**src/rtl/pdpd_pkg.sv**
```systemverilog
// Shared types, constants and pulse fit function for the pulse-distance decoder.
`default_nettype none

package pdpd_pkg;

  localparam int unsigned PACKET_BITS_DEFAULT = 56;

  localparam int unsigned TIME_W  = 32;
  localparam int unsigned NOM_W   = 16;
  localparam int unsigned TOL_W   = 12;
  localparam int unsigned CFG_IDX_W  = 3;
  localparam int unsigned CFG_DATA_W = 16;

  // Register indexes on the configuration port
  localparam logic [CFG_IDX_W-1:0] REG_HIGH_PULSE = 3'd0;
  localparam logic [CFG_IDX_W-1:0] REG_SYNC_LOW   = 3'd1;
  localparam logic [CFG_IDX_W-1:0] REG_ONE_LOW    = 3'd2;
  localparam logic [CFG_IDX_W-1:0] REG_ZERO_LOW   = 3'd3;
  localparam logic [CFG_IDX_W-1:0] REG_TOLERANCE  = 3'd4;

  // Reset values
  localparam logic [NOM_W-1:0] HIGH_PULSE_RST = 16'd500;
  localparam logic [NOM_W-1:0] SYNC_LOW_RST   = 16'd4000;
  localparam logic [NOM_W-1:0] ONE_LOW_RST    = 16'd2000;
  localparam logic [NOM_W-1:0] ZERO_LOW_RST   = 16'd1000;
  localparam logic [TOL_W-1:0] TOLERANCE_RST  = 12'd100;

  // Command codes
  localparam logic CMD_EDGE    = 1'b0;
  localparam logic CMD_READOUT = 1'b1;

  typedef enum logic [1:0] {
    PH_HUNT_HIGH = 2'd0,
    PH_HUNT_SYNC = 2'd1,
    PH_WAIT_GAP  = 2'd2,
    PH_MEASURE   = 2'd3
  } phase_t;

  typedef struct packed {
    logic [NOM_W-1:0] high_pulse_us;
    logic [NOM_W-1:0] sync_low_us;
    logic [NOM_W-1:0] one_low_us;
    logic [NOM_W-1:0] zero_low_us;
    logic [TOL_W-1:0] tolerance_us;
  } cfg_t;

  typedef struct packed {
    logic              cmd;
    logic              level;
    logic [TIME_W-1:0] timestamp;
    logic              clear_flag;
  } item_t;

  // nominal - tol < dur < nominal + tol, computed without wrap
  function automatic logic fits(input logic [TIME_W-1:0] dur,
                                input logic [NOM_W-1:0] nominal,
                                input logic [TOL_W-1:0] tol);
    logic [TIME_W:0] dur_tol;
    logic [NOM_W:0]  nom_tol;
    dur_tol = {1'b0, dur} + {{(TIME_W-TOL_W+1){1'b0}}, tol};
    nom_tol = {1'b0, nominal} + {{(NOM_W-TOL_W+1){1'b0}}, tol};
    return (dur_tol > {{(TIME_W-NOM_W+1){1'b0}}, nominal}) &&
           ({1'b0, dur} < {{(TIME_W-NOM_W){1'b0}}, nom_tol});
  endfunction

endpackage

`default_nettype wire

```
**src/rtl/pdpd_cfg_regs.sv**
```systemverilog
// Timing configuration registers with plain write port.
`default_nettype none

module pdpd_cfg_regs (
  input  wire logic                           clk,
  input  wire logic                           rst,
  input  wire logic                           cfg_write,
  input  wire logic [pdpd_pkg::CFG_IDX_W-1:0]  cfg_index,
  input  wire logic [pdpd_pkg::CFG_DATA_W-1:0] cfg_data,
  output pdpd_pkg::cfg_t                      cfg
);
  import pdpd_pkg::*;

  always_ff @(posedge clk) begin
    if (rst) begin
      cfg.high_pulse_us <= HIGH_PULSE_RST;
      cfg.sync_low_us   <= SYNC_LOW_RST;
      cfg.one_low_us    <= ONE_LOW_RST;
      cfg.zero_low_us   <= ZERO_LOW_RST;
      cfg.tolerance_us  <= TOLERANCE_RST;
    end else if (cfg_write) begin
      unique case (cfg_index)
        REG_HIGH_PULSE: cfg.high_pulse_us <= cfg_data;
        REG_SYNC_LOW:   cfg.sync_low_us   <= cfg_data;
        REG_ONE_LOW:    cfg.one_low_us    <= cfg_data;
        REG_ZERO_LOW:   cfg.zero_low_us   <= cfg_data;
        REG_TOLERANCE:  cfg.tolerance_us  <= cfg_data[TOL_W-1:0];
        default: ;
      endcase
    end
  end

endmodule

`default_nettype wire

```
**src/rtl/pdpd_in_stage.sv**
```systemverilog
// Input register stage: captures one word, holds it until the engine takes it.
`default_nettype none

module pdpd_in_stage (
  input  wire logic                        clk,
  input  wire logic                        rst,
  input  wire logic                        item_valid,
  output logic                             item_stall,
  input  wire logic                        cmd,
  input  wire logic                        level,
  input  wire logic [pdpd_pkg::TIME_W-1:0] timestamp,
  input  wire logic                        clear_flag,
  output logic                             held_valid,
  output pdpd_pkg::item_t                  held,
  input  wire logic                        take
);
  import pdpd_pkg::*;

  logic load;

  // stall only when a word is held and the engine cannot take it
  assign item_stall = held_valid && !take;
  assign load       = item_valid && !item_stall;

  always_ff @(posedge clk) begin
    if (rst) begin
      held_valid <= 1'b0;
    end else if (load) begin
      held_valid <= 1'b1;
    end else if (take) begin
      held_valid <= 1'b0;
    end
  end

  always_ff @(posedge clk) begin
    if (load) begin
      held.cmd        <= cmd;
      held.level      <= level;
      held.timestamp  <= timestamp;
      held.clear_flag <= clear_flag;
    end
  end

endmodule

`default_nettype wire

```
**src/rtl/pdpd_engine.sv**
```systemverilog
// Decoder state and result register: one word processed per cycle unless the result side stalls.
`default_nettype none

module pdpd_engine #(
  parameter int unsigned PACKET_BITS = pdpd_pkg::PACKET_BITS_DEFAULT,
  localparam int unsigned CNT_W = $clog2(PACKET_BITS + 1),
  localparam int unsigned POS_W = $clog2(PACKET_BITS)
) (
  input  wire logic             clk,
  input  wire logic             rst,
  input  pdpd_pkg::cfg_t        cfg,
  input  wire logic             held_valid,
  input  pdpd_pkg::item_t       held,
  output logic                  take,
  output logic                  result_valid,
  input  wire logic             result_stall,
  output logic [PACKET_BITS-1:0] packet_bits,
  output logic [CNT_W-1:0]      bit_count,
  output logic                  has_data,
  output logic                  enabled,
  output logic                  packet_done
);
  import pdpd_pkg::*;

  // Decoder state; it doubles as the result register since it only moves on take
  phase_t                 phase, phase_next;
  logic [TIME_W-1:0]      last_time, last_time_next;
  logic [PACKET_BITS-1:0] shift_bits, shift_next;
  logic [CNT_W-1:0]       count, count_next;
  logic                   on, on_next;
  logic                   ready, ready_next;
  logic                   done_next;

  logic              edge_ev;
  logic [TIME_W-1:0] dur;
  logic              fit_high, fit_sync, fit_one, fit_zero;
  logic              bit_take;
  logic [CNT_W-1:0]  count_after;
  logic              full_after;
  logic [POS_W-1:0]  bit_pos;

  assign take    = held_valid && (!result_valid || !result_stall);
  assign edge_ev = take && (held.cmd == CMD_EDGE) && on;
  assign dur     = held.timestamp - last_time;

  assign fit_high = fits(dur, cfg.high_pulse_us, cfg.tolerance_us);
  assign fit_sync = fits(dur, cfg.sync_low_us,   cfg.tolerance_us);
  assign fit_one  = fits(dur, cfg.one_low_us,    cfg.tolerance_us);
  assign fit_zero = fits(dur, cfg.zero_low_us,   cfg.tolerance_us);

  assign bit_take    = count < CNT_W'(PACKET_BITS);
  assign count_after = bit_take ? count + CNT_W'(1) : count;
  assign full_after  = count_after >= CNT_W'(PACKET_BITS);
  // count < PACKET_BITS whenever a bit is stored, so the low bits suffice
  assign bit_pos     = POS_W'(PACKET_BITS - 1) - count[POS_W-1:0];

  // next phase
  always_comb begin
    phase_next = phase;
    if (edge_ev) begin
      unique case (phase)
        PH_HUNT_HIGH: begin
          if (!held.level) phase_next = fit_high ? PH_HUNT_SYNC : PH_HUNT_HIGH;
        end
        PH_HUNT_SYNC: begin
          if (held.level) phase_next = fit_sync ? PH_WAIT_GAP : PH_HUNT_HIGH;
        end
        PH_WAIT_GAP: begin
          if (!held.level) phase_next = PH_MEASURE;
        end
        PH_MEASURE: begin
          if (held.level) begin
            if ((fit_zero || fit_one) && !full_after) phase_next = PH_WAIT_GAP;
            else                                      phase_next = PH_HUNT_HIGH;
          end
        end
        default: phase_next = PH_HUNT_HIGH;
      endcase
    end
  end

  // data path and flags
  always_comb begin
    last_time_next = last_time;
    shift_next     = shift_bits;
    count_next     = count;
    on_next        = on;
    ready_next     = ready;
    done_next      = 1'b0;
    if (take && (held.cmd == CMD_READOUT)) begin
      if (held.clear_flag) ready_next = 1'b0;
      on_next = 1'b1;
    end
    if (edge_ev) begin
      last_time_next = held.timestamp;
      if ((phase == PH_HUNT_SYNC) && held.level && fit_sync) begin
        shift_next = '0;
        count_next = '0;
      end
      if ((phase == PH_MEASURE) && held.level && (fit_zero || fit_one)) begin
        // zero fit wins over one fit
        if (bit_take && !fit_zero)
          shift_next = shift_bits | ({{(PACKET_BITS-1){1'b0}}, 1'b1} << bit_pos);
        count_next = count_after;
        if (full_after) begin
          on_next    = 1'b0;
          ready_next = 1'b1;
          done_next  = 1'b1;
        end
      end
    end
  end

  always_ff @(posedge clk) begin
    if (rst) begin
      phase        <= PH_HUNT_HIGH;
      last_time    <= '0;
      shift_bits   <= '0;
      count        <= '0;
      on           <= 1'b1;
      ready        <= 1'b0;
      packet_done  <= 1'b0;
      result_valid <= 1'b0;
    end else begin
      if (take) begin
        phase       <= phase_next;
        last_time   <= last_time_next;
        shift_bits  <= shift_next;
        count       <= count_next;
        on          <= on_next;
        ready       <= ready_next;
        packet_done <= done_next;
      end
      if (take)              result_valid <= 1'b1;
      else if (!result_stall) result_valid <= 1'b0;
    end
  end

  assign packet_bits = shift_bits;
  assign bit_count   = count;
  assign has_data    = ready;
  assign enabled     = on;

endmodule

`default_nettype wire

```
**src/rtl/pulse_distance_packet_decoder_core.sv**
```systemverilog
// Top level of the pulse-distance packet decoder.
`default_nettype none

// Pulse-distance packet decoder. Each input word is either a receiver edge
// (cmd = 0: new level plus 32-bit microsecond timestamp) or a read-out
// (cmd = 1). Every accepted word yields exactly one result word carrying the
// decoder state after that word: packet bits (first bit in the MSB), bit
// count, has-data flag, enable, and a packet_done marker for the edge that
// completed a packet. Timing: one word per clock sustained while the result
// side does not stall; each word passes the input register, then the
// decoder state register, which also serves as the result register. The
// critical path is the 32-bit duration subtract feeding four parallel
// add/compare windows. Pulse lengths are matched with an exclusive window
// of +/- tolerance_us around each nominal. A completed packet disables the
// decoder until a read-out; edges seen while disabled are dropped,
// timestamp included. Configuration is written through cfg_write/cfg_index/
// cfg_data (index 0..4: high pulse, sync low, one low, zero low, tolerance)
// and must only change while no words are in flight.
module pulse_distance_packet_decoder_core #(
  parameter int unsigned PACKET_BITS = pdpd_pkg::PACKET_BITS_DEFAULT,
  localparam int unsigned CNT_W = $clog2(PACKET_BITS + 1)
) (
  input  wire logic                            clk,
  input  wire logic                            rst,
  // configuration
  input  wire logic                            cfg_write,
  input  wire logic [pdpd_pkg::CFG_IDX_W-1:0]  cfg_index,
  input  wire logic [pdpd_pkg::CFG_DATA_W-1:0] cfg_data,
  // input words
  input  wire logic                            item_valid,
  output logic                                 item_stall,
  input  wire logic                            cmd,
  input  wire logic                            level,
  input  wire logic [pdpd_pkg::TIME_W-1:0]     timestamp,
  input  wire logic                            clear_flag,
  // result words
  output logic                                 result_valid,
  input  wire logic                            result_stall,
  output logic [PACKET_BITS-1:0]               packet_bits,
  output logic [CNT_W-1:0]                     bit_count,
  output logic                                 has_data,
  output logic                                 enabled,
  output logic                                 packet_done
);
  import pdpd_pkg::*;

  cfg_t  cfg;
  item_t held;
  logic  held_valid;
  logic  take;

  pdpd_cfg_regs u_cfg (
    .clk       (clk),
    .rst       (rst),
    .cfg_write (cfg_write),
    .cfg_index (cfg_index),
    .cfg_data  (cfg_data),
    .cfg       (cfg)
  );

  // word register in front of the decoder
  pdpd_in_stage u_in (
    .clk        (clk),
    .rst        (rst),
    .item_valid (item_valid),
    .item_stall (item_stall),
    .cmd        (cmd),
    .level      (level),
    .timestamp  (timestamp),
    .clear_flag (clear_flag),
    .held_valid (held_valid),
    .held       (held),
    .take       (take)
  );

  // phase tracking, bit assembly and result hold
  pdpd_engine #(
    .PACKET_BITS (PACKET_BITS)
  ) u_eng (
    .clk          (clk),
    .rst          (rst),
    .cfg          (cfg),
    .held_valid   (held_valid),
    .held         (held),
    .take         (take),
    .result_valid (result_valid),
    .result_stall (result_stall),
    .packet_bits  (packet_bits),
    .bit_count    (bit_count),
    .has_data     (has_data),
    .enabled      (enabled),
    .packet_done  (packet_done)
  );

endmodule

`default_nettype wire

```
**config.mk**
```make
export PLATFORM = sky130hd
export DESIGN_NAME = pulse_distance_packet_decoder_core
export DESIGN_NICKNAME = d
export VERILOG_FILES = /design/src/rtl/pdpd_pkg.sv /design/src/rtl/pdpd_cfg_regs.sv /design/src/rtl/pdpd_in_stage.sv /design/src/rtl/pdpd_engine.sv /design/src/rtl/pulse_distance_packet_decoder_core.sv
export SDC_FILE = /design/constraint.sdc
export NUM_CORES = 1
export LEC_CHECK = 0
export ABC_AREA = 1
export BUFFER_PORTS_ARGS = -buffer_cell sky130_fd_sc_hd__buf_2
export CORE_MARGIN = 2
export CORE_UTILIZATION = 60
export CTS_BUF_LIST = sky130_fd_sc_hd__clkbuf_16
export CTS_CLUSTER_DIAMETER = 200
export CTS_CLUSTER_SIZE = 30
export DETAILED_ROUTE_END_ITERATION = 7
export GPL_TIMING_DRIVEN = 1
export PLACE_DENSITY = 0.75
export SYNTH_ARGS = -nofsm -noshare
export SYNTH_HDL_FRONTEND = slang
export SYNTH_SLANG_ARGS = --single-unit
```
**constraint.sdc**
```tcl
create_clock -name clk -period 6.4 [get_ports clk]
set_clock_uncertainty 0.2 [all_clocks]
set_input_delay 0.32 -clock clk [delete_from_list [all_inputs] [get_ports clk]]
set_output_delay 0.32 -clock clk [all_outputs]
set_load 0.01 [all_outputs]
```
== After elaboration in Yosys (flattened, before gate mapping) ==
Index checks and enable logic that the tools add are counted.

* Add/subtract/negate cells: 8
* Order comparisons: 10
* Equal/unequal tests: 12
* Shift operators: 1
* Mux-type cells: 30
* Bitwise logic cells: 2
* Reduce and logical (&&, ||, !) cells: 36

{| class="wikitable"
|+ Operators with widths
! kind !! count
|-
| 56-bit 2-to-1 mux || 3
|-
| 33-bit by 16-bit greater-than comparator with 1-bit output || 4
|-
| 32-bit by 17-bit less-than comparator with 1-bit output || 4
|-
| 16-bit by 12-bit adder with 17-bit output || 4
|-
| 56-bit bitwise OR || 1
|-
| 1-bit by 6-bit left shift with 56-bit output, first input constant || 1
|-
| 32-bit by 12-bit adder with 33-bit output || 1
|-
| 32-bit subtractor || 1
|-
| 6-bit 2-to-1 mux || 3
|-
| 1-bit 2-to-1 mux || 17
|-
| 1-bit logical AND || 16
|-
| 2-bit 2-to-1 mux || 6
|-
| 2-bit AND reduction || 6
|-
| 2-bit != test, second input constant || 4
|-
| 2-bit one-hot mux with 4 select lines || 1
|-
| 6-bit by 1-bit adder with 6-bit output, second input constant || 1
|-
| 3-bit by 2-bit == test with 1-bit output, second input constant || 2
|-
| 6-bit >= comparator, second input constant || 1
|-
| 1-bit logical NOT || 6
|-
| 6-bit less-than comparator, second input constant || 1
|-
| 6-bit AND reduction || 1
|-
| 6-bit subtractor, first input constant || 1
|-
| 2-bit == test, second input constant || 2
|-
| 2-bit nonzero test || 2
|-
| 9 further kinds || 10
|}

* Register bits after elaboration: 212
* Input port bits: 59
* Output and inout port bits: 67
* Logic and storage cells: 117

== Logic depth before layout (Yosys ltp) ==
Gate-level depths: netlist of run 1.

* Word-level depth: 9
* Gate-level depth with buffers: 35
* Mapped depth without buffers: 33

== Hierarchy ==
A second synthesis of run 1 with hierarchy kept.

* Cell total of the unflattened synthesis: 2,558
* Area total of the unflattened synthesis: 17,688.2 µm²

{| class="wikitable"
|+ By module, submodules not included
! module !! instances !! cells each !! area an instance (µm²) !! seq. area each (µm²)
|-
| pdpd_engine || 1 || 2,100 || 13,571.8 || 2,001.9
|-
| pdpd_cfg_regs || 1 || 416 || 3,019.1 || 1,521.5
|-
| pdpd_in_stage || 1 || 42 || 1,097.3 || 1,071.0
|}

== Worst setup path after synthesis of run 1 ==
No wires, ideal clock.

* Path kind: reg2reg
* From: register u_in.held[1] (netlist name)
* To: register u_eng.shift_bits[15] (netlist: u_eng.packet_bits[15])
* Setup time: 0.130 ns
* Arrival: 4.528 ns
* Required time: 6.070 ns
* Slack: 1.542 ns
* Cell stages (with the launch flop): 34
* Buffers on the path: 2
* Period minus slack after synthesis: 4.858 ns
* Cells stage by stage: edfxtp_1 > inv_1 > ha_1 > fa_1 > inv_1 > nand2_1 > nand3_2 > xor2_1 > ha_1 > nand2_1 > inv_1 > nand2_1 > nand3_1 > a31oi_1 > nor2_1 > nor2_1 > xor2_1 > ha_1 > a21oi_1 > nor2_1 > a211oi_1 > nand2_1 > nand3_1 > nand2_1 > a211oi_1 > nand3_1 > nand3_2 > nand2_4 > nand3_4 > inv_4 > nand2_4 > buf_12 > buf_12 > a21oi_4

* Word-level cells in the longest chain between the ends: 8
* Elaborated cells on any way between the ends: 19
* Those cells by class: 2 x add/sub; 6 x order compare; 3 x mux; 8 x reduce/logical

{| class="wikitable"
|+ RTL lines
! element !! line !! text
|-
| 32-bit subtractor (*) || pdpd_engine.sv:44 || <nowiki>assign dur = held.timestamp - last_time;</nowiki>
|-
| 32-bit by 12-bit adder with 33-bit output || pdpd_pkg.sv:60 || <nowiki>dur_tol = {1'b0, dur} + {{(TIME_W-TOL_W+1){1'b0}}, tol};</nowiki>
|-
| 33-bit by 16-bit greater-than comparator with 1-bit output || pdpd_pkg.sv:62 || <nowiki>return (dur_tol > {{(TIME_W-NOM_W+1){1'b0}}, nominal}) &&</nowiki>
|-
| 1-bit logical AND || pdpd_pkg.sv:62 ||
|-
| 1-bit logical AND or 1-bit logical NOT (tied branches) || pdpd_engine.sv:96, pdpd_engine.sv:102 ||
|-
| 56-bit 2-to-1 mux or 1-bit logical AND (tied branches) || pdpd_engine.sv:96, pdpd_engine.sv:102 ||
|-
| 56-bit 2-to-1 mux || pdpd_engine.sv:102 || <nowiki>if (bit_take && !fit_zero)</nowiki>
|-
| 56-bit 2-to-1 mux (*) || pdpd_engine.sv:100 || <nowiki>if ((phase == PH_MEASURE) && held.level && (fit_zero || fit_one)) begin</nowiki>
|-
| end signal, assigned || pdpd_engine.sv:128 || <nowiki>shift_bits <= shift_next;</nowiki>
|-
| end, declared || pdpd_engine.sv:28 || <nowiki>logic [PACKET_BITS-1:0] shift_bits, shift_next;</nowiki>
|}

Every way passes the cells marked *; elsewhere a longest branch is shown, timed or not.
A chain may end at the register's enable or synchronous reset.

== Worst setup path in the final report of run 1 ==
* From: register u_in.held[1] (netlist name)
* To: register u_eng.shift_bits[13] (netlist: u_eng.packet_bits[13])

* Word-level cells in the longest chain between the ends: 8
* Elaborated cells on any way between the ends: 19
* Those cells by class: 2 x add/sub; 6 x order compare; 3 x mux; 8 x reduce/logical

{| class="wikitable"
|+ RTL lines
! element !! line
|-
| 32-bit subtractor (*) || pdpd_engine.sv:44
|-
| 32-bit by 12-bit adder with 33-bit output || pdpd_pkg.sv:60
|-
| 33-bit by 16-bit greater-than comparator with 1-bit output || pdpd_pkg.sv:62
|-
| 1-bit logical AND || pdpd_pkg.sv:62
|-
| 1-bit logical AND or 1-bit logical NOT (tied branches) || pdpd_engine.sv:96, pdpd_engine.sv:102
|-
| 56-bit 2-to-1 mux or 1-bit logical AND (tied branches) || pdpd_engine.sv:96, pdpd_engine.sv:102
|-
| 56-bit 2-to-1 mux || pdpd_engine.sv:102
|-
| 56-bit 2-to-1 mux (*) || pdpd_engine.sv:100
|}

Marks and branches as above.

==> out/qor.txt, run 1 <==
Status: finished, final reports clean
Clock Latency Late Sink: 0.48 ns
Die area: 31000 um^2
Routed len/inst: 17.1 um
RSZ-0062 raised after global routing: false
Required @ worst endpoint: 6.58 ns
Final Hold Viols: 0
# port buffers: 125
CP Capture Type: flop
Post-placement cell count: 2957
P&R area growth vs syn: 10.6%
CTS buffer count: 11
Total global routing overflow: 0
Reg2reg path depth: 31
CP Launch Point: u_in.held[1]$_DFFE_PP_
Worst reg2reg setup slack: 0.48 ns
Slew margin rel.: 20.0%
Worst Setup EP: u_eng.packet_bits[13]$_SDFFE_PP0P_
Synthesized instance count: 2475
Crit Path Class: reg -> reg
Tcrit/Tclk final: 92.5%
Critical path's most frequent cell: nand3_1
Ranking of synthesized cells by area: dfxtp_1 (20%), ha_1 (16%), nand2_1 (12%), inv_1 (7.0%), a21oi_1 (6.1%)
Clock sink total: 212
Post-Layout Cell Count: 3025
Ys Warns: 0
Synth Cell Area: 17800 um^2
GPL Wtd Cong: 0.962
DRC viols: 0
Largest net degree at the start of global routing: 96
Placed standard-cell area: 18800 um^2
Die Y: 176 um
Synth Net Count: 2770
Worst Hold Class: in -> reg
Post-synth cell types: 52
Final core occ: 66.9%
Worst-path clk slew: 0.12 ns
DRT antenna net count: 0
RR Startpoint: u_in.held[1]$_DFFE_PP_
Initial antenna violation count: 0
Max Clock Freq: 169 MHz
Cell area power density: 200 nW/um^2
Peak VDD IR: 0.248 mV
H-Tree Depth: 1
Number of flops mapped to enable cells by yosys: 35
Mapped Avg Cell Area: 7.19 um^2
Num ports: 126
Final setup violating endpoints: 0
Synth top cells by count: nand2_1 (551), inv_1 (334), ha_1 (230)
Max cap viols: 0
Largest area contributor in the netlist: dfxtp_1
Vias in the first global route: 16100
Die width: 176 um
Std cell rows: 63
ANT cells: 0
Final instance area: 19700 um^2
Post-route setup TNS: 0 ns
Dpl hpwl: 40800 um
Initial DRC Count: 1095
Vias: 16700
Area fraction of the dominant cell type after synthesis: 19.9%
Core Area: 29400 um^2
Ys flop type: dfxtp_1
Share of post-route cells with drive strength above 1: 11.9%
Layout Nets: 2927
Post-synthesis sequential area ratio: 25.8%
Top-count cell post-synth: nand2_1
DR vias/cell: 5.52
Slowest cell on the critical path: fa_1
Critical path launch point type: flop
Clock buffer depth: 3
Pre-antenna DRT Iters: 5
Routed wire length: 51600 um
Worst R2R End: u_eng.packet_bits[13]$_SDFFE_PP0P_
Crit Path Max Fanout: 12
Initial Util: 60.5%
Tmin final: 5.92 ns
Setup Fix Bufs, Post-CTS: 0
First-pass GRT wire length: 82900 um
Worst slew pin tran: 1.20 ns
Yosys reg bits: 212
P_leak: 0.00921 uW
Worst Path Arrival: 6.09 ns
CTS tree: yes
Fin. max-slew vios: 0
Critical path's largest stage delay: 0.41 ns
Root Buffer: clkbuf_16
Total track usage: 33.2%
Fraction of registers with async set/reset: 0%
==> area by class of cell <==
cell class,count,area [um^2]
inverters,354,1330
fillers,2608,9720
repair buffers,202,1370
clock inverters,5,45.0
multi-input cells,1851,11600
clock buffers,11,275
flip-flops and latches,212,4590
well taps,390,488
==> kinds of logic after synthesis <==
family / count (synthesis) / share of synthesized area [%]
and+or+nand+nor: 1007 / 25.4
xor gates and xnor gates: 86 / 4.23
DFF: 212 / 25.8
AOI/OAI and AO/OA: 522 / 18.5
adders and majority gates: 236 / 16.9
buffers and inverters: 412 / 9.21
==> report_power, final <==
group	internal (uW)	leakage (uW)	switching, uW
clock	326	0.000168	476
combinational	604	0.00726	1100
sequential	1400	0.00178	27.6
==> stage by stage <==
| stage | hold WS [ns] | power [uW] | setup WS [ns] |
|---|---|---|---|
| final | 0.0167 | 3930 | 0.482 |
| after global routing | 0.0197 | 4200 | 0.0620 |
| after CTS | 0.000658 | 3910 | 0.562 |
| after detailed placement | 0.253 | 3100 | 0.648 |
| after global placement | 0.242 | 3050 | 0.734 |
| after floorplan | 0.219 | 2610 | 1.54 |
==> how the worst min path moves through the flow <==
stage                     cells past startpoint                          endpoint                              from
after global routing                          3        u_cfg.cfg[13]$_SDFFE_PP0P_                       cfg_data[1]
final                                         3        u_cfg.cfg[45]$_SDFFE_PP0P_                       cfg_data[1]
after detailed placement                      2  u_eng.last_time[30]$_SDFFE_PP0P_  u_eng.last_time[30]$_SDFFE_PP0P_
after floorplan                               0            u_in.held[0]$_DFFE_PP_                        clear_flag
after global placement                        2  u_eng.last_time[28]$_SDFFE_PP0P_  u_eng.last_time[28]$_SDFFE_PP0P_
after CTS                                     3        u_cfg.cfg[45]$_SDFFE_PP0P_                       cfg_data[1]
==> registers in the layout, indices dropped and copies added (netlist names) <==
name                flops
u_eng.has_data          1
u_in.held_valid         1
u_in.held              35
u_eng.enabled           1
u_eng.result_valid      1
u_eng.packet_bits      56
u_eng.last_time        32
u_eng.packet_done       1
u_eng.phase             2
u_eng.bit_count         6
u_cfg.cfg              76
==> routing by layer <==
metal,track usage (%),part of all wire [%],vias to the layer above
met1,42.5,44,7707
met2,58.9,48,427
met3,3.19,4.3,91
met4,10.4,3.3,0
met5,0,0,-
li1,-,-,8469
==> worst max-delay path, delay by kind of cell (launching register included) <==
family,cells,cell delay [ns]
simple gates,15,2.15
fa+ha+maj,4,1.17
buf+inv,6,0.79
compound gates,4,0.68
xor+xnor,2,0.44
flops,1,0.34
==> cell usage in the layout (no fill, tap or decap), types with 9 or more instances in the layout <==
| cell | instances |
|---|---|
| xor2_1 | 77 |
| a21oi_4 | 40 |
| nand3_1 | 96 |
| nand2_2 | 36 |
| o21ai_0 | 176 |
| nor3_1 | 27 |
| inv_1 | 337 |
| dfxtp_1 | 177 |
| nand2_1 | 551 |
| nor2_4 | 10 |
| buf_4 | 22 |
| nor2_2 | 15 |
| edfxtp_1 | 35 |
| nor2_1 | 179 |
| dlygate4sd3_1 | 52 |
| a21oi_1 | 218 |
| ha_1 | 230 |
| nand3_2 | 9 |
| inv_2 | 14 |
| a211oi_1 | 9 |
| buf_2 | 125 |
| clkbuf_16 | 11 |
| nand4_1 | 41 |
| nand2_4 | 9 |
| o21bai_1 | 34 |
| o211ai_1 | 24 |
==> timing repair <==
action                    4_1_cts  5_1_grt
hold endpoints to repair      107        0
gates resized for setup         0        0
hold buffers                   52        0
No activity file was read; power rests on OpenSTA's default activity.
==> run 2, diff against run 1 <==
--- a/config.mk
+++ b/config.mk
@@ -14,7 +14,7 @@
 export CTS_CLUSTER_SIZE = 30
 export DETAILED_ROUTE_END_ITERATION = 7
 export GPL_TIMING_DRIVEN = 1
-export PLACE_DENSITY = 0.75
+export PLACE_DENSITY_LB_ADDON = 0.25
 export SYNTH_ARGS = -nofsm -noshare
 export SYNTH_HDL_FRONTEND = slang
 export SYNTH_SLANG_ARGS = --single-unit
==> run 2 against run 1 <==
Die area unchanged. Utilization rose by 0.18 points. Total power about the same. First-iteration DRC count rose by 2.8%. Sequential share of layout area fell by 0.062 points. Critical path type unchanged. Highest routed layer unchanged. Final cell count is essentially flat. Clock power about the same. Flip-flop and latch count is the same. Critical path depth unchanged. Register-to-register slack got worse by 0.08 ns.
==> out/qor.txt, run 2 (same netlist as run 1, synthesis figures left out) <==
First-pass GRT wire length: 81500 um (was 82900 um)
Initial Util: 60.5% (unchanged)
ANT cells: 0 (unchanged)
Busiest grt layer: met2 (unchanged)
Post-Layout Cell Count: 3026 (was 3025)
H-Tree Depth: 1 (unchanged)
Peak VDD IR: 0.239 mV (was 0.248 mV)
Routed len/inst: 16.7 um (was 17.1 um)
Worst hold endpoint: u_eng.packet_done$_SDFFE_PP0P_ (was u_cfg.cfg[45]$_SDFFE_PP0P_)
Max FFs per register: 76 (unchanged)
Reg2reg path depth: 31 (unchanged)
Tcrit/Tclk final: 93.7% (was 92.5%)
Worst-path clk slew: 0.12 ns (about the same)
Total track usage: 32.4% (was 33.2%)
Pre-antenna DRT Iters: 5 (unchanged)
Die width: 176 um (unchanged)
Routing usage on met3: 3.27% (was 3.19%)
Vias in the first global route: 16200 (was 16100)
Hold path start: rst (was cfg_data[1])
Setup Fix Bufs, Post-CTS: 0 (unchanged)
Required @ worst endpoint: 6.57 ns (was 6.58 ns)
Clock Latency Late Sink: 0.48 ns (about the same)
P&R area growth vs syn: 10.9% (was 10.6%)
CTS tree: yes (unchanged)
Worst reg2reg setup slack: 0.40 ns (was 0.48 ns)
P_leak: 0.00922 uW (was 0.00921 uW)
Post-placement cell count: 2957 (unchanged)
Worst Hold Class: in -> reg (unchanged)
Critical path's most frequent cell: nand3_1 (unchanged)
# port buffers: 125 (unchanged)
Die area: 31000 um^2 (unchanged)
Tmin final: 6.00 ns (was 5.92 ns)
Routed wire length: 50500 um (was 51600 um)
Max cap viols: 0 (unchanged)
Most frequent cells in the layout: nand2_1 (551), inv_1 (337), ha_1 (230) (unchanged)
Final Hold Viols: 0 (unchanged)
Crit Path Class: reg -> reg (unchanged)
DR vias/cell: 5.56 (was 5.52)
Worst Path Arrival: 6.17 ns (was 6.09 ns)
CTS buffer count: 11 (unchanged)
Largest reg by FF count: u_cfg.cfg (unchanged)
GPL Wtd Cong: 0.952 (was 0.962)
Cell area power density: 199 nW/um^2 (was 200 nW/um^2)
Dpl hpwl: 39800 um (was 40800 um)
Share of post-route cells with drive strength above 1: 12.1% (was 11.9%)
Initial antenna violation count: 0 (unchanged)
Num ports: 126 (unchanged)
DRC viols: 0 (unchanged)
Layout Nets: 2928 (was 2927)
Post-route setup TNS: 0 ns (unchanged)
Std cell rows: 63 (unchanged)
Clock sink total: 212 (unchanged)
DRT antenna net count: 0 (unchanged)
Status: finished, final reports clean (unchanged)
Worst slew pin tran: 1.00 ns (was 1.20 ns)
Max Clock Freq: 167 MHz (was 169 MHz)
Clock buffer depth: 3 (unchanged)
Critical path's largest stage delay: 0.43 ns (was 0.41 ns)
Vias: 16800 (was 16700)
Slowest cell on the critical path: fa_1 (unchanged)
RR Startpoint: u_in.held[1]$_DFFE_PP_ (unchanged)
Most common cell after layout, fill and taps aside: nand2_1 (unchanged)
Die Y: 176 um (unchanged)
Overall power: 3930 uW (about the same)
Worst hold slack: 0.125 ns (was 0.0167 ns)
Critical path launch point type: flop (unchanged)
Root Buffer: clkbuf_16 (unchanged)
M1 GR Usage: 40.5% (was 42.5%)
Worst hold path depth: 2 (was 3)
Total global routing overflow: 0 (unchanged)
CP Capture Type: flop (unchanged)
Worst R2R End: u_eng.packet_bits[19]$_SDFFE_PP0P_ (was u_eng.packet_bits[13]$_SDFFE_PP0P_)
Core Area: 29400 um^2 (unchanged)
Fin. max-slew vios: 0 (unchanged)
M2 GR Usage: 58.1% (was 58.9%)
Final setup violating endpoints: 0 (unchanged)
Crit Path Max Fanout: 17 (was 12)
Slew margin rel.: 33.3% (was 20.0%)
Final core occ: 67.1% (was 66.9%)
Largest net degree at the start of global routing: 91 (was 96)
Initial DRC Count: 1126 (was 1095)
[run 2: cell types whose count changed in the layout (fill, tap and decap cells not counted)]
cell / delta
xor2_2: +4
a21oi_2: -1
nand3_2: +1
a21oi_4: +1
xor2_1: -4
nand3_1: -1
dlygate4sd3_1: +1
[run 2: power by group]
group	switching, uW	internal [uW]
sequential	27.6	1400
combinational	1100	605
clock	473	326
total	1600	2330
[run 2: worst max-delay path: cells and delay by family, from the launching register on]
family	cells	cell delay [ns]
AND/OR/NAND/NOR	16	2.45
buffers and inverters	6	0.74
AO/OA/AOI/OAI	3	0.41
flip-flops	1	0.34
XOR/XNOR	2	0.50
adder cells (fa/ha/maj)	4	1.21
[run 2: final cells by class]
type,count,area (um^2)
well taps,390,488
clock buffers,11,275
repair buffers,203,1380
flip-flops and latches,212,4590
multi-input cells,1851,11600
clock inverters,5,45.0
fillers,2566,9670
inverters,354,1330
[run 2: repair_timing]
action                                  CTS  global route
hold endpoints to repair                104             0
hold buffers                             53             0
endpoints found under the setup margin    0            56
resized for setup                         0             6
[run 2: worst max path at each step]
stage,startpoint,endpoint,slack (ns)
after floorplan,u_in.held[1]$_DFFE_PP_,u_eng.packet_bits[15]$_SDFFE_PP0P_,1.54
final,u_in.held[1]$_DFFE_PP_,u_eng.packet_bits[19]$_SDFFE_PP0P_,0.40
after global routing,u_in.held[1]$_DFFE_PP_,u_eng.packet_bits[46]$_SDFFE_PP0P_,-0.0005
after detailed placement,u_in.held[3]$_DFFE_PP_,u_eng.packet_bits[1]$_SDFFE_PP0P_,0.29
after CTS,u_in.held[3]$_DFFE_PP_,u_eng.packet_bits[46]$_SDFFE_PP0P_,0.22
after global placement,u_in.held[1]$_DFFE_PP_,u_eng.packet_bits[0]$_SDFFE_PP0P_,0.36
[run 2: layer usage]
metal / vias up / share of wire (%)
li1: 8488 / -
met1: 7782 / 44
met2: 463 / 48
met3: 99 / 4.7
met4: 0 / 3.4
met5: - / 0
[run 2: stage by stage]
step                      worst slack [ns]  instance area (um^2)
final                                0.403                 19700
after global routing             -0.000523                 19700
after CTS                            0.221                 19700
after detailed placement             0.292                 18800
after global placement               0.363                 18800
after floorplan                       1.54                 17800
==> run 3, diff against run 2 <==
--- a/config.mk
+++ b/config.mk
@@ -8,7 +8,7 @@
 export ABC_AREA = 1
 export BUFFER_PORTS_ARGS = -buffer_cell sky130_fd_sc_hd__buf_2
 export CORE_MARGIN = 2
-export CORE_UTILIZATION = 60
+export CORE_UTILIZATION = 56
 export CTS_BUF_LIST = sky130_fd_sc_hd__clkbuf_16
 export CTS_CLUSTER_DIAMETER = 200
 export CTS_CLUSTER_SIZE = 30
==> constraint.sdc (replaced) <==
create_clock -name clk -period 5.2 [get_ports clk]
set_clock_uncertainty 0.2 [all_clocks]
set_input_delay 0.26 -clock clk [delete_from_list [all_inputs] [get_ports clk]]
set_output_delay 0.26 -clock clk [all_outputs]
set_load 0.01 [all_outputs]
==> run 3 against run 2 <==
Routed wire length up 6.0%. Total power is 30% higher. Final cell count rose by 2.3%. Sequential share of layout area shrank 1.3 points. Register-to-register slack worse by 0.24 ns. Utilization shrank 0.37 points. Sequential power up 23%. Clock-buffer cell count stayed put.
==> out/qor.txt, run 3 (same netlist as run 1, synthesis figures left out) <==
Most frequent cells in the layout: nand2_1 (544), inv_1 (334), a21oi_1 (211) (was nand2_1 (551), inv_1 (337), ha_1 (230))
Worst-path clk slew: 0.13 ns (was 0.12 ns)
Layout Nets: 2986 (was 2928)
Vias in the first global route: 16700 (was 16200)
ANT cells: 0 (unchanged)
Peak VDD IR: 0.289 mV (was 0.239 mV)
CTS buffer count: 11 (unchanged)
First-pass GRT wire length: 83500 um (was 81500 um)
Required @ worst endpoint: 5.38 ns (was 6.57 ns)
P&R area growth vs syn: 17.8% (was 10.9%)
Worst R2R End: u_eng.packet_bits[41]$_SDFFE_PP0P_ (was u_eng.packet_bits[19]$_SDFFE_PP0P_)
Worst reg2reg setup slack: 0.16 ns (was 0.40 ns)
Reg2reg path depth: 31 (unchanged)
Storage element area: 4600 um^2 (was 4590 um^2)
H-Tree Depth: 1 (unchanged)
Filler Cell Count: 2751 (was 2566)
Worst slack, placed: -0.188 ns (was 0.292 ns)
GPL Wtd Cong: 0.968 (was 0.952)
Worst hold path depth: 5 (was 2)
Max FFs per register: 76 (unchanged)
DRC viols: 0 (unchanged)
Switching part of the total: 40.4% (was 40.7%)
Num ports: 126 (unchanged)
Die width: 182 um (was 176 um)
P_leak: 0.00968 uW (was 0.00922 uW)
Worst slew pin tran: 1.01 ns (was 1.00 ns)
Fin. max-slew vios: 0 (unchanged)
Slowest cell on the critical path: edfxtp_1 (was fa_1)
Share of post-route cells with drive strength above 1: 16.9% (was 12.1%)
DRT antenna net count: 0 (unchanged)
DR vias/cell: 5.57 (was 5.56)
Comb power frac: 46.2% (was 43.4%)
Cell area power density: 243 nW/um^2 (was 199 nW/um^2)
CP Capture Type: flop (unchanged)
Routed wire length: 53500 um (was 50500 um)
Dpl hpwl: 40300 um (was 39800 um)
# port buffers: 125 (unchanged)
Post-route setup slack: 0.162 ns (was 0.403 ns)
Internal Dissipation: 3030 uW (was 2330 uW)
Largest net degree at the start of global routing: 108 (was 91)
Post-route setup TNS: 0 ns (unchanged)
Largest reg by FF count: u_cfg.cfg (unchanged)
Status: finished, final reports clean (unchanged)
Worst hold endpoint: u_cfg.cfg[49]$_SDFFE_PP1P_ (was u_eng.packet_done$_SDFFE_PP0P_)
Worst Hold Class: in -> reg (unchanged)
Pre-antenna DRT Iters: 6 (was 5)
Die area: 33200 um^2 (was 31000 um^2)
Root Buffer: clkbuf_16 (unchanged)
Clock power frac: 19.2% (was 20.3%)
Footprint of the multi-input gates: 12200 um^2 (was 11600 um^2)
Slew margin rel.: 32.4% (was 33.3%)
Core Area: 31400 um^2 (was 29400 um^2)
Crit Path Max Fanout: 8 (was 17)
Initial Util: 56.7% (was 60.5%)
RR Startpoint: u_in.held[3]$_DFFE_PP_ (was u_in.held[1]$_DFFE_PP_)
Max Clock Freq: 198 MHz (was 167 MHz)
Psw: 2060 uW (was 1600 uW)
Initial DRC Count: 1308 (was 1126)
Most common cell after layout, fill and taps aside: nand2_1 (unchanged)
Initial antenna violation count: 0 (unchanged)
Critical path's largest stage delay: 0.45 ns (was 0.43 ns)
Total track usage: 30.9% (was 32.4%)
Overall power: 5090 uW (was 3930 uW)
Routed len/inst: 17.3 um (was 16.7 um)
Worst Path Arrival: 5.22 ns (was 6.17 ns)
Total global routing overflow: 0 (unchanged)
Tmin final: 5.04 ns (was 6.00 ns)
CTS tree: yes (unchanged)
Std cell rows: 65 (was 63)
Max cap viols: 0 (unchanged)
Clock sink total: 212 (unchanged)
Hold path start: cfg_index[1] (was rst)
Final Hold Viols: 0 (unchanged)
Crit Path Class: reg -> reg (unchanged)
Tcrit/Tclk final: 96.9% (was 93.7%)
Clock Latency Late Sink: 0.48 ns (about the same)
Critical path launch point type: flop (unchanged)
Die Y: 182 um (was 176 um)
RSZ-0062 raised after global routing: true
Sequential power share: 34.6% (was 36.3%)
Critical path's most frequent cell: nand2_1 (was nand3_1)
Vias: 17200 (was 16800)
Clock buffer depth: 3 (unchanged)
Final setup violating endpoints: 0 (unchanged)
==> run 3: final cells by class <==
| cell class | count | share of cell area [%] |
|---|---|---|
| clock inverters | 4 | 0.197 |
| flip-flops and latches | 212 | 22.0 |
| multi-input cells | 1852 | 58.4 |
| well taps | 402 | 2.40 |
| inverters | 354 | 6.36 |
| clock buffers | 11 | 1.31 |
| repair buffers | 260 | 9.35 |
==> run 3: through the flow <==
| step | instance area [um^2] | hold slack, ns | instances | util [%] |
|---|---|---|---|---|
| floorplan | 17800 | 0.159 | 2475 | - |
| global placement | 19100 | 0.236 | 2995 | 60.8 |
| detailed placement | 19100 | 0.238 | 2995 | 60.8 |
| CTS | 20000 | 0.0756 | 3067 | 63.8 |
| global route | 21000 | 0.0977 | 3095 | 66.7 |
| finish | 21000 | 0.0857 | 3095 | 66.7 |
==> run 3: critical path, delay by kind of cell (launching register included) <==
kind	cells	cell delay (ns)
fa+ha+maj	3	0.92
flops	1	0.45
buf+inv	4	0.57
compound gates	4	0.48
xor+xnor	2	0.44
simple gates	18	1.86
==> run 3: worst max path at each step <==
stage | start | endpoint | slack (ns)
after global routing | u_in.held[3]$_DFFE_PP_ | u_eng.packet_bits[41]$_SDFFE_PP0P_ | -0.11
after detailed placement | u_in.held[8]$_DFFE_PP_ | u_eng.packet_bits[8]$_SDFFE_PP0P_ | -0.19
final | u_in.held[3]$_DFFE_PP_ | u_eng.packet_bits[41]$_SDFFE_PP0P_ | 0.16
after CTS | u_in.held[1]$_DFFE_PP_ | u_eng.packet_bits[4]$_SDFFE_PP0P_ | 0.00003
after floorplan | u_in.held[1]$_DFFE_PP_ | u_eng.packet_bits[15]$_SDFFE_PP0P_ | 0.34
after global placement | u_in.held[8]$_DFFE_PP_ | u_eng.packet_bits[8]$_SDFFE_PP0P_ | -0.10
==> run 3: power by group through the flow <==
stage               Sequential [uW]  Clock, uW  Combinational (uW)
floorplan                      1780          0                1430
global placement               1790          0                2030
detailed placement             1790          0                2090
CTS                            1760        993                2160
global route                   1770       1060                2630
finish                         1760        979                2350
==> run 3: layer usage <==
layer  vias up  GRT usage (%)  share of wire [%]
met5         -              0                  0
met4         0           12.2                4.3
met3       135           3.61                6.1
met2       578           54.5                 48
met1      7938           38.5                 41
li1       8580              -                  -
==> run 3: repair_timing <==
item                                   4_1_cts  5_1_grt
gates resized for setup                     14      104
setup endpoints to repair                   64       67
buffers inserted                             2       18
hold buffers                                55        0
endpoints found under the hold margin      117        0
pin swaps                                    2       33
cloned                                       0       10
